**config.mk**
```make
export PLATFORM = sky130hd
export DESIGN_NAME = vector_font_container_parser
export DESIGN_NICKNAME = d
export VERILOG_FILES = /design/src/rtl/core/vfcp_pkg.sv /design/src/rtl/core/vfcp_front.sv /design/src/rtl/core/vfcp_back.sv /design/src/rtl/core/vector_font_container_parser.sv
export SDC_FILE = /design/constraint.sdc
export NUM_CORES = 2
export LEC_CHECK = 0
export ABC_CLOCK_PERIOD_IN_PS = 9180
export BUFFER_PORTS_ARGS = -buffer_cell sky130_fd_sc_hd__buf_2
export CAP_MARGIN = 30
export CELL_PAD_IN_SITES_DETAIL_PLACEMENT = 0
export CELL_PAD_IN_SITES_GLOBAL_PLACEMENT = 2
export CORE_ASPECT_RATIO = 1.2
export CORE_MARGIN = 2
export CORE_UTILIZATION = 39
export DETAILED_ROUTE_END_ITERATION = 16
export GPL_TIMING_DRIVEN = 0
export PLACE_DENSITY_LB_ADDON = 0.1
export SLEW_MARGIN = 25
export SYNTH_ARGS = -nofsm -noshare
export SYNTH_HDL_FRONTEND = slang
export SYNTH_SLANG_ARGS = --single-unit
```
**constraint.sdc**
```tcl
create_clock -name clk_i -period 9.18 [get_ports clk_i]
set_input_delay 0.918 -clock clk_i [delete_from_list [all_inputs] [get_ports clk_i]]
set_output_delay 0.918 -clock clk_i [all_outputs]
set_load 0.1 [all_outputs]
```
**src/rtl/core/vfcp_pkg.sv**
```systemverilog
// Package for the glyph font container parser: result record type, phase and
// kind codes, status codes and container constants. No dependencies.
`timescale 1ns / 1ps
package vfcp_pkg;

  typedef enum logic [2:0] {
    PhMarker  = 3'd0,
    PhHeader  = 3'd1,
    PhUnits   = 3'd2,
    PhGlyph   = 3'd3,
    PhContour = 3'd4,
    PhPoint   = 3'd5,
    PhDone    = 3'd6
  } phase_e;

  localparam logic [2:0] KindHeader  = 3'd0;
  localparam logic [2:0] KindGlyph   = 3'd1;
  localparam logic [2:0] KindContour = 3'd2;
  localparam logic [2:0] KindPoint   = 3'd3;
  localparam logic [2:0] KindStatus  = 3'd4;

  localparam logic [2:0] StOk        = 3'd0;
  localparam logic [2:0] StBadMarker = 3'd1;
  localparam logic [2:0] StBadFlags  = 3'd2;
  localparam logic [2:0] StBadHeader = 3'd3;
  localparam logic [2:0] StTruncated = 3'd4;

  localparam logic [7:0] Marker0 = 8'h61;
  localparam logic [7:0] Marker1 = 8'h66;
  localparam logic [7:0] Marker2 = 8'h21;
  localparam logic [7:0] Marker3 = 8'h3F;

  localparam logic [15:0] FlagLen16     = 16'h0001;
  localparam logic [15:0] FlagWide      = 16'h0002;
  localparam logic [15:0] FlagsUnknown  = 16'hFFFC;
  localparam logic [15:0] DefaultUnits  = 16'd128;
  localparam logic [16:0] Sat17         = 17'h1FFFF;

  localparam int unsigned RecBytes = 13;
  localparam int unsigned QDepth   = 4;
  localparam int unsigned QPtrW    = $clog2(QDepth);

  typedef struct packed {
    logic [2:0]         kind;
    logic [15:0]        codepoint;
    logic signed [15:0] bbox_x;
    logic signed [15:0] bbox_y;
    logic [15:0]        bbox_w;
    logic [15:0]        bbox_h;
    logic [15:0]        advance;
    logic [15:0]        count_value;
    logic signed [15:0] point_x;
    logic signed [15:0] point_y;
    logic [2:0]         status;
    logic               last_of_run;
  } result_t;

  typedef struct packed {
    logic [1:0] count;
    result_t    first;
    result_t    second;
  } push_t;

endpackage

```
**src/rtl/core/vfcp_front.sv**
```systemverilog
// Front part of the parser: takes byte transactions, assembles records and
// classifies them into zero, one or two result records. Uses vfcp_pkg.
`timescale 1ns / 1ps
module vfcp_front import vfcp_pkg::*; (
  input  logic       clk_i,
  input  logic       rst_ni,
  input  logic       accept_i,
  input  logic [7:0] data_byte_i,
  input  logic       end_of_file_i,
  output push_t      push_o
);

  phase_e      phase_q, phase_d;
  logic [3:0]  bpos_q, bpos_d;
  logic [7:0]  rec_q [RecBytes];
  logic [15:0] flags_q, flags_d;
  logic [15:0] glyphs_q, glyphs_d;
  logic [15:0] dc_q, dc_d;
  logic [15:0] dp_q, dp_d;
  logic [16:0] cc_q, cc_d;
  logic [16:0] cp_q, cp_d;
  logic [15:0] plc_q, plc_d;

  function automatic logic [16:0] sat_add(input logic [16:0] a, input logic [16:0] b);
    logic [17:0] s;
    s = {1'b0, a} + {1'b0, b};
    return s[17] ? Sat17 : s[16:0];
  endfunction

  function automatic logic [15:0] sx8(input logic [7:0] b);
    return {{8{b[7]}}, b};
  endfunction

  always_comb begin
    logic [7:0]  cur [RecBytes];
    logic [3:0]  bn;
    logic [3:0]  len;
    logic        wide;
    logic        item_v;
    logic        fin_v;
    logic [2:0]  code;
    result_t     item;
    result_t     fin;
    logic [15:0] w01;
    logic [15:0] v;
    logic [16:0] csum;
    logic [15:0] h16;
    logic [15:0] nflags;
    logic [15:0] ng;
    logic [16:0] partial;

    for (int i = 0; i < RecBytes; i++) begin
      cur[i] = (bpos_q == 4'(i)) ? data_byte_i : rec_q[i];
    end
    phase_d  = phase_q;
    bpos_d   = bpos_q;
    flags_d  = flags_q;
    glyphs_d = glyphs_q;
    dc_d     = dc_q;
    dp_d     = dp_q;
    cc_d     = cc_q;
    cp_d     = cp_q;
    plc_d    = plc_q;
    item_v   = 1'b0;
    fin_v    = 1'b0;
    code     = StOk;
    item     = '0;
    fin      = '0;
    wide     = (flags_q & FlagWide) != 16'd0;
    bn       = bpos_q + 4'd1;
    w01      = {cur[0], cur[1]};
    v        = 16'd0;
    csum     = 17'd0;
    nflags   = 16'd0;
    ng       = 16'd0;
    partial  = 17'd0;
    h16      = {(bpos_q > 4'd0) ? rec_q[0] : 8'd0, (bpos_q > 4'd1) ? rec_q[1] : 8'd0};
    case (phase_q)
      PhMarker:  len = 4'd4;
      PhHeader:  len = 4'd8;
      PhUnits:   len = 4'd2;
      PhGlyph:   len = wide ? 4'd13 : 4'd8;
      PhContour: len = ((flags_q & FlagLen16) != 16'd0) ? 4'd2 : 4'd1;
      default:   len = wide ? 4'd4 : 4'd2;
    endcase

    if (accept_i) begin
      if (end_of_file_i) begin
        if (phase_q != PhDone) begin
          fin_v = 1'b1;
          case (phase_q)
            PhMarker: code = StBadMarker;
            PhHeader: code = ((h16 & FlagsUnknown) != 16'd0) ? StBadFlags : StTruncated;
            PhGlyph:  code = (cc_q > {1'b0, dc_q}) ? StBadHeader : StTruncated;
            PhContour: begin
              if (((flags_q & FlagLen16) != 16'd0) && bpos_q == 4'd1) begin
                partial = {1'b0, rec_q[0], 8'd0};
              end
              code = (sat_add(cp_q, partial) > {1'b0, dp_q}) ? StBadHeader : StTruncated;
            end
            default: code = StTruncated;
          endcase
        end
        phase_d  = PhMarker;
        bpos_d   = 4'd0;
        flags_d  = '0;
        glyphs_d = '0;
        dc_d     = '0;
        dp_d     = '0;
        cc_d     = '0;
        cp_d     = '0;
        plc_d    = '0;
      end else if (phase_q != PhDone) begin
        bpos_d = bn;
        if (bn >= len) begin
          bpos_d = 4'd0;
          case (phase_q)
            PhMarker: begin
              if (cur[0] != Marker0 || cur[1] != Marker1 || cur[2] != Marker2 ||
                  cur[3] != Marker3) begin
                fin_v = 1'b1;
                code  = StBadMarker;
              end else begin
                phase_d = PhHeader;
              end
            end
            PhHeader: begin
              nflags   = w01;
              ng       = {cur[2], cur[3]};
              flags_d  = nflags;
              glyphs_d = ng;
              dc_d     = {cur[4], cur[5]};
              dp_d     = {cur[6], cur[7]};
              if ((nflags & FlagsUnknown) != 16'd0) begin
                fin_v = 1'b1;
                code  = StBadFlags;
              end else if ((nflags & FlagWide) != 16'd0) begin
                phase_d = PhUnits;
              end else begin
                item_v = 1'b1;
                item.kind        = KindHeader;
                item.codepoint   = ng;
                item.bbox_w      = {cur[4], cur[5]};
                item.bbox_h      = {cur[6], cur[7]};
                item.advance     = nflags;
                item.count_value = DefaultUnits;
                if (ng == 16'd0) fin_v = 1'b1;
                else phase_d = PhGlyph;
              end
            end
            PhUnits: begin
              if (w01 == 16'd0) begin
                fin_v = 1'b1;
                code  = StBadHeader;
              end else begin
                item_v = 1'b1;
                item.kind        = KindHeader;
                item.codepoint   = glyphs_q;
                item.bbox_w      = dc_q;
                item.bbox_h      = dp_q;
                item.advance     = flags_q;
                item.count_value = w01;
                if (glyphs_q == 16'd0) fin_v = 1'b1;
                else phase_d = PhGlyph;
              end
            end
            PhGlyph: begin
              item_v = 1'b1;
              item.kind      = KindGlyph;
              item.codepoint = w01;
              if (wide) begin
                item.bbox_x  = {cur[2], cur[3]};
                item.bbox_y  = {cur[4], cur[5]};
                item.bbox_w  = {cur[6], cur[7]};
                item.bbox_h  = {cur[8], cur[9]};
                item.advance = {cur[10], cur[11]};
                v            = {8'd0, cur[12]};
              end else begin
                item.bbox_x  = sx8(cur[2]);
                item.bbox_y  = sx8(cur[3]);
                item.bbox_w  = {8'd0, cur[4]};
                item.bbox_h  = {8'd0, cur[5]};
                item.advance = {8'd0, cur[6]};
                v            = {8'd0, cur[7]};
              end
              item.count_value = v;
              csum     = sat_add(cc_q, {1'b0, v});
              cc_d     = csum;
              glyphs_d = glyphs_q - 16'd1;
              if (glyphs_q == 16'd1) begin
                if (csum > {1'b0, dc_q}) begin
                  fin_v = 1'b1;
                  code  = StBadHeader;
                end else if (csum == 17'd0) begin
                  fin_v = 1'b1;
                end else begin
                  phase_d = PhContour;
                end
              end
            end
            PhContour: begin
              v = ((flags_q & FlagLen16) != 16'd0) ? w01 : {8'd0, cur[0]};
              item_v = 1'b1;
              item.kind        = KindContour;
              item.count_value = v;
              csum  = sat_add(cp_q, {1'b0, v});
              cp_d  = csum;
              cc_d  = cc_q - 17'd1;
              if (cc_q == 17'd1) begin
                if (csum > {1'b0, dp_q}) begin
                  fin_v = 1'b1;
                  code  = StBadHeader;
                end else begin
                  plc_d = csum[15:0];
                  if (csum[15:0] == 16'd0) fin_v = 1'b1;
                  else phase_d = PhPoint;
                end
              end
            end
            PhPoint: begin
              item_v = 1'b1;
              item.kind = KindPoint;
              if (wide) begin
                item.point_x = w01;
                item.point_y = {cur[2], cur[3]};
              end else begin
                item.point_x = sx8(cur[0]);
                item.point_y = sx8(cur[1]);
              end
              plc_d = plc_q - 16'd1;
              if (plc_q == 16'd1) fin_v = 1'b1;
            end
            default: ;
          endcase
          if (fin_v) phase_d = PhDone;
        end
      end
    end

    fin.kind   = KindStatus;
    fin.status = code;
    fin.last_of_run = 1'b1;
    item.last_of_run = !fin_v;
    push_o.count  = {1'b0, item_v} + {1'b0, fin_v};
    push_o.first  = item_v ? item : fin;
    push_o.second = fin;
  end

  always_ff @(posedge clk_i or negedge rst_ni) begin
    if (!rst_ni) begin
      phase_q  <= PhMarker;
      bpos_q   <= '0;
      flags_q  <= '0;
      glyphs_q <= '0;
      dc_q     <= '0;
      dp_q     <= '0;
      cc_q     <= '0;
      cp_q     <= '0;
      plc_q    <= '0;
    end else begin
      phase_q  <= phase_d;
      bpos_q   <= bpos_d;
      flags_q  <= flags_d;
      glyphs_q <= glyphs_d;
      dc_q     <= dc_d;
      dp_q     <= dp_d;
      cc_q     <= cc_d;
      cp_q     <= cp_d;
      plc_q    <= plc_d;
    end
  end

  always_ff @(posedge clk_i) begin
    if (accept_i && !end_of_file_i && phase_q != PhDone && bpos_q < 4'(RecBytes)) begin
      rec_q[bpos_q] <= data_byte_i;
    end
  end

endmodule

```
**src/rtl/core/vfcp_back.sv**
```systemverilog
// Back part of the parser: a short result queue that takes up to two records
// per cycle and hands one record per transaction to the output. Uses vfcp_pkg.
`timescale 1ns / 1ps
module vfcp_back import vfcp_pkg::*; (
  input  logic    clk_i,
  input  logic    rst_ni,
  input  push_t   push_i,
  output logic    full_o,
  output logic    out_valid_o,
  input  logic    out_stall_i,
  output result_t head_o
);

  localparam logic [QPtrW:0] DepthC = (QPtrW + 1)'(QDepth);

  result_t          mem_q [QDepth];
  logic [QPtrW-1:0] rd_q, rd_d;
  logic [QPtrW-1:0] wr_q, wr_d;
  logic [QPtrW:0]   cnt_q, cnt_d;
  logic             pop;
  logic [QPtrW-1:0] wr_next;

  assign pop         = (cnt_q != '0) && !out_stall_i;
  assign out_valid_o = cnt_q != '0;
  assign head_o      = mem_q[rd_q];
  assign full_o      = cnt_q > (DepthC - (QPtrW + 1)'(2));
  assign wr_next     = wr_q + 1'b1;

  always_comb begin
    rd_d  = pop ? rd_q + 1'b1 : rd_q;
    wr_d  = wr_q + QPtrW'(push_i.count);
    cnt_d = cnt_q + (QPtrW + 1)'(push_i.count) - (QPtrW + 1)'(pop);
  end

  always_ff @(posedge clk_i or negedge rst_ni) begin
    if (!rst_ni) begin
      rd_q  <= '0;
      wr_q  <= '0;
      cnt_q <= '0;
    end else begin
      rd_q  <= rd_d;
      wr_q  <= wr_d;
      cnt_q <= cnt_d;
    end
  end

  always_ff @(posedge clk_i) begin
    if (push_i.count != 2'd0) mem_q[wr_q] <= push_i.first;
    if (push_i.count == 2'd2) mem_q[wr_next] <= push_i.second;
  end

endmodule

```
**src/rtl/core/vector_font_container_parser.sv**
```systemverilog
// Each result is written into the queue by the byte transaction that completes its record.
// Throughput: one byte per cycle; the input stalls only while three or more results wait in
// the four-entry queue, so a byte that yields two results causes no stall while the output
// is taken every cycle.
// The front parser state and the four-entry result queue clear on an asynchronous reset;
// the record byte registers hold no reset value and are written before they are read.
`timescale 1ns / 1ps
module vector_font_container_parser import vfcp_pkg::*; (
  input  logic        clk_i,
  input  logic        rst_ni,
  input  logic        in_valid_i,
  output logic        in_stall_o,
  input  logic [7:0]  data_byte_i,
  input  logic        end_of_file_i,
  output logic        out_valid_o,
  input  logic        out_stall_i,
  output logic [2:0]  kind_o,
  output logic [15:0] codepoint_o,
  output logic signed [15:0] bbox_x_o,
  output logic signed [15:0] bbox_y_o,
  output logic [15:0] bbox_w_o,
  output logic [15:0] bbox_h_o,
  output logic [15:0] advance_o,
  output logic [15:0] count_value_o,
  output logic signed [15:0] point_x_o,
  output logic signed [15:0] point_y_o,
  output logic [2:0]  status_o,
  output logic        last_of_run_o
);

  push_t   push;
  result_t head;
  logic    full;
  logic    accept;

  assign in_stall_o = full;
  assign accept     = in_valid_i && !full;

  vfcp_front u_front (
    .clk_i,
    .rst_ni,
    .accept_i      (accept),
    .data_byte_i,
    .end_of_file_i,
    .push_o        (push)
  );

  vfcp_back u_back (
    .clk_i,
    .rst_ni,
    .push_i      (push),
    .full_o      (full),
    .out_valid_o,
    .out_stall_i,
    .head_o      (head)
  );

  assign kind_o        = head.kind;
  assign codepoint_o   = head.codepoint;
  assign bbox_x_o      = head.bbox_x;
  assign bbox_y_o      = head.bbox_y;
  assign bbox_w_o      = head.bbox_w;
  assign bbox_h_o      = head.bbox_h;
  assign advance_o     = head.advance;
  assign count_value_o = head.count_value;
  assign point_x_o     = head.point_x;
  assign point_y_o     = head.point_y;
  assign status_o      = head.status;
  assign last_of_run_o = head.last_of_run;

endmodule

```
==> impl_metrics.py <==
metrics = {
    "synthesis": {
        "avgSynthCellArea_um2": 9.53,
        "synth_top_area_share_pct": 30.1,
        "synth-seq-cells": 836,
        "synth_mux_area_share_pct": 11.3,
        "yosysUniqueCellTypes": 77,
        "yosys.area_share.simple_pct": 14.8,
        "synthTopCellsByArea": "dfxtp_1 30%, edfxtp_1 8.8%, mux4_2 8.6%",
        "synth_compound_area_share_pct": 18.4,
        "ys_async_sr_fraction_pct": 15.3,
        "syn_inst": 4132,
        "synth_top_family_by_area": "compound AO/OA/AOI/OAI gates",
        "synth_warnings": 0,
        "synthesis.area_um2": 39400,
        "syn-num-nets": 4266,
        "synthMostInstantiatedCell": "nand2_1",
        "synth_edf_count": 116,
        "seq_area_frac_synth_pct": 47.1,
        "synth-main-ff-cell": "dfxtp_1",
        "synth-adder-area-share_pct": 3.92,
        "yosysTopAreaCell": "dfxtp_1",
        "synth_xor_area_share_pct": 0.801,
        "netlist_top_cells_count": "784 x nand2_1, 647 x o21ai_0, 592 x dfxtp_1, 239 x clkbuf_1, 178 x nor2_1",
    },
    "setup_path": {
        "crit_path_top_delay_cell": "dfrtp_1",
        "critPathArrivalTime_ns": 9.49,
        "crit_fanout": 17,
        "ff2ff_path_depth": 36,
        "path_class": "reg2reg",
        "cp.required_ns": 9.75,
        "worstSetupStartpointType": "register",
        "worst_setup_path_end_kind": "register",
        "slowest_delay_ns": 0.47,
    },
    "placement": {
        "dp_hpwl_um": 120000,
        "numPortBuffers": 165,
        "gp_congestion": 0.926,
        "pre_cts_ws_ns": -1.69,
        "post-place-cells": 5605,
        "place_area_um2": 42200,
    },
    "cts": {
        "cts.clk_slew.worst_paths_ns": 0.07,
        "clock_sinks": 836,
        "ctsHtreeMaxLevel": 3,
        "cts_tree": "done",
        "clk_latency_ns": 0.67,
        "numCtsBuffers": 91,
        "postCtsHoldBufs": 0,
        "root_buffer": "clkbuf_16",
        "clock_path_buffers": 3,
    },
    "routing": {
        "routedWlPerCell_um": 27.6,
        "drc": 0,
        "vias_per_cell": 5.84,
        "drt-total-wl_um": 160000,
        "ant_nets": 0,
        "drtIter0Drc": 2890,
        "vias": 33800,
        "drt_first_pass_iters": 6,
    },
    "floorplan": {
        "pin_count": 166,
        "start_util_pct": 39.4,
        "core_area_um2": 99900,
        "die_h_um": 352,
        "die_area_um2": 104000,
        "num_rows": 127,
        "die_w_um": 294,
    },
    "run_status": {
        "status": "completed",
    },
    "sta": {
        "fmax_mhz": 112,
        "hold_viol_final": 0,
        "tns_ns": 0,
        "finalClockSkew_ns": 0.0411,
        "final.period_utilization_pct": 97.2,
        "worst_pin_slew_ns": 1.06,
        "maxSlewHeadroom_pct": 27.0,
        "slew_violations": 0,
        "period_needed_ns": 8.92,
        "setup_slack_ns": 0.259,
        "final-setup-viol-count": 0,
    },
    "finish": {
        "drive_above_1_share_pct": 15.0,
        "layout.cells.non_filler": 5791,
        "syn_to_final_growth_pct": 15.9,
        "final_nets": 4557,
        "design_area_um2": 45600,
    },
    "global_routing": {
        "grt_pass1_wl_um": 230000,
        "grt_max_degree": 75,
        "antenna_found_initial": 9,
        "grt_usage_pct": 30.2,
        "gr-total-overflow": 0,
        "grt_pass1_vias": 33000,
    },
    "flow_run": {
        "cap_violations": 0,
    },
    "worst_hold_path": {
        "hp-class": "in2async",
    },
    "power": {
        "vdd_drop_max_v": 0.000166,
        "p_leak_nw": 17.6,
        "p_per_area_nw_per_um2": 269,
    },
}
-- registers in the layout (all words and copies together), names as in the netlist --
signal,flops
u_back.mem_q,604
u_front.dc_q,16
u_front.bpos_q,4
u_front.cc_q,17
u_front.flags_q,16
u_back.cnt_q,3
u_front.dp_q,16
u_front.glyphs_q,16
u_front.phase_q,3
u_back.rd_q,2
u_front.cp_q,17
u_front.plc_q,16
u_front.rec_q,104
u_back.wr_q,2
-- final timing paths --
| kind | from | end | slack, ns |
|---|---|---|---|
| max in group asynchronous | rst_ni | u_front.dc_q[15] | 8.14 |
| worst min-delay path | rst_ni | u_front.cc_q[13] | 0.18 |
| min in group clk_i | u_back.mem_q[2][150] | u_back.mem_q[2][150] | 0.44 |
| worst min register to register | u_back.mem_q[2][150] | u_back.mem_q[2][150] | 0.44 |
| worst max-delay path | u_front.bpos_q[0] | u_back.mem_q[2][118] | 0.26 |
| worst max register to register | u_front.bpos_q[0] | u_back.mem_q[2][118] | 0.26 |
-- stage by stage --
step | hold slack (ns) | utilization [%] | power [mW]
2_1_floorplan | 0.418 | - | 6.77
3_3_place_gp | 0.428 | 41.8 | 8.29
4_1_cts | 0.205 | 45.4 | 12.2
5_1_grt | 0.214 | 45.7 | 12.8
6_report | 0.177 | 45.7 | 12.3
3_5_place_dp | 0.433 | 42.2 | 8.39
-- timing repair --
action                     4_1_cts  5_1_grt
setup buffers                    5        3
cloned                           0        0
setup endpoints to repair      620      614
gates resized for setup         59       49
pin swaps                        0        1
-- layer usage --
layer / global-route usage (%) / routed length, µm / part of all wire (%) / up-vias
met5: 0 / 44 / 0.028 / -
li1: - / - / - / 15600
met3: 4.18 / 9540 / 6.0 / 272
met1: 39.8 / 67300 / 42 / 16900
met4: 12.1 / 6880 / 4.3 / 6
met2: 50.0 / 76000 / 48 / 1118
-- worst max-delay path: cells and delay by family (launching register included) --
| kind | cells | cell delay [ns] |
|---|---|---|
| mux | 2 | 0.57 |
| fa+ha+maj | 4 | 1.24 |
| simple gates | 14 | 2.70 |
| buf+inv | 9 | 2.48 |
| compound gates | 7 | 1.34 |
| flops | 1 | 0.47 |
-- final cells by class --
cell class              instances  area, µm²
well taps                    1290       1610
plain buffers                 287       1220
clock inverters                37        402
repair buffers                202       1230
flip-flops and latches        836      18500
diodes                          2       5.00
inverters                      83        312
multi-input cells            2922      19600
clock buffers                 132       2680
fillers                     10000      54300
-- power by group --
group	internal [mW]	switching, mW	leakage [nW]
combinational	1.36	3.00	8.51
sequential	3.90	0.184	7.53
clock	2.20	1.62	1.53
total	7.46	4.81	17.6
-- placed cells by master, fill, tap and decap left out, types with 73 or more instances in the layout --
master	n
clkbuf_16	94
buf_2	177
mux4_2	151
nand3_1	73
nand2_1	783
edfxtp_1	116
nor2_1	175
a22o_1	139
inv_1	81
clkbuf_1	198
o21ai_0	642
ha_1	115
a21oi_1	121
dfxtp_1	592
dfrtp_1	128
-- kinds of logic (layout without fill, tap and decap cells) --
logic type	count (synthesis)	after routing
buffers and inverters	374	741
other	0	2
XOR/XNOR	36	36
flip-flops	836	836
AO/OA/AOI/OAI	1193	1193
multiplexers	252	252
adder cells (fa/ha/maj)	121	121
AND/OR/NAND/NOR	1320	1320
Power figures use the tool's default switching activity.
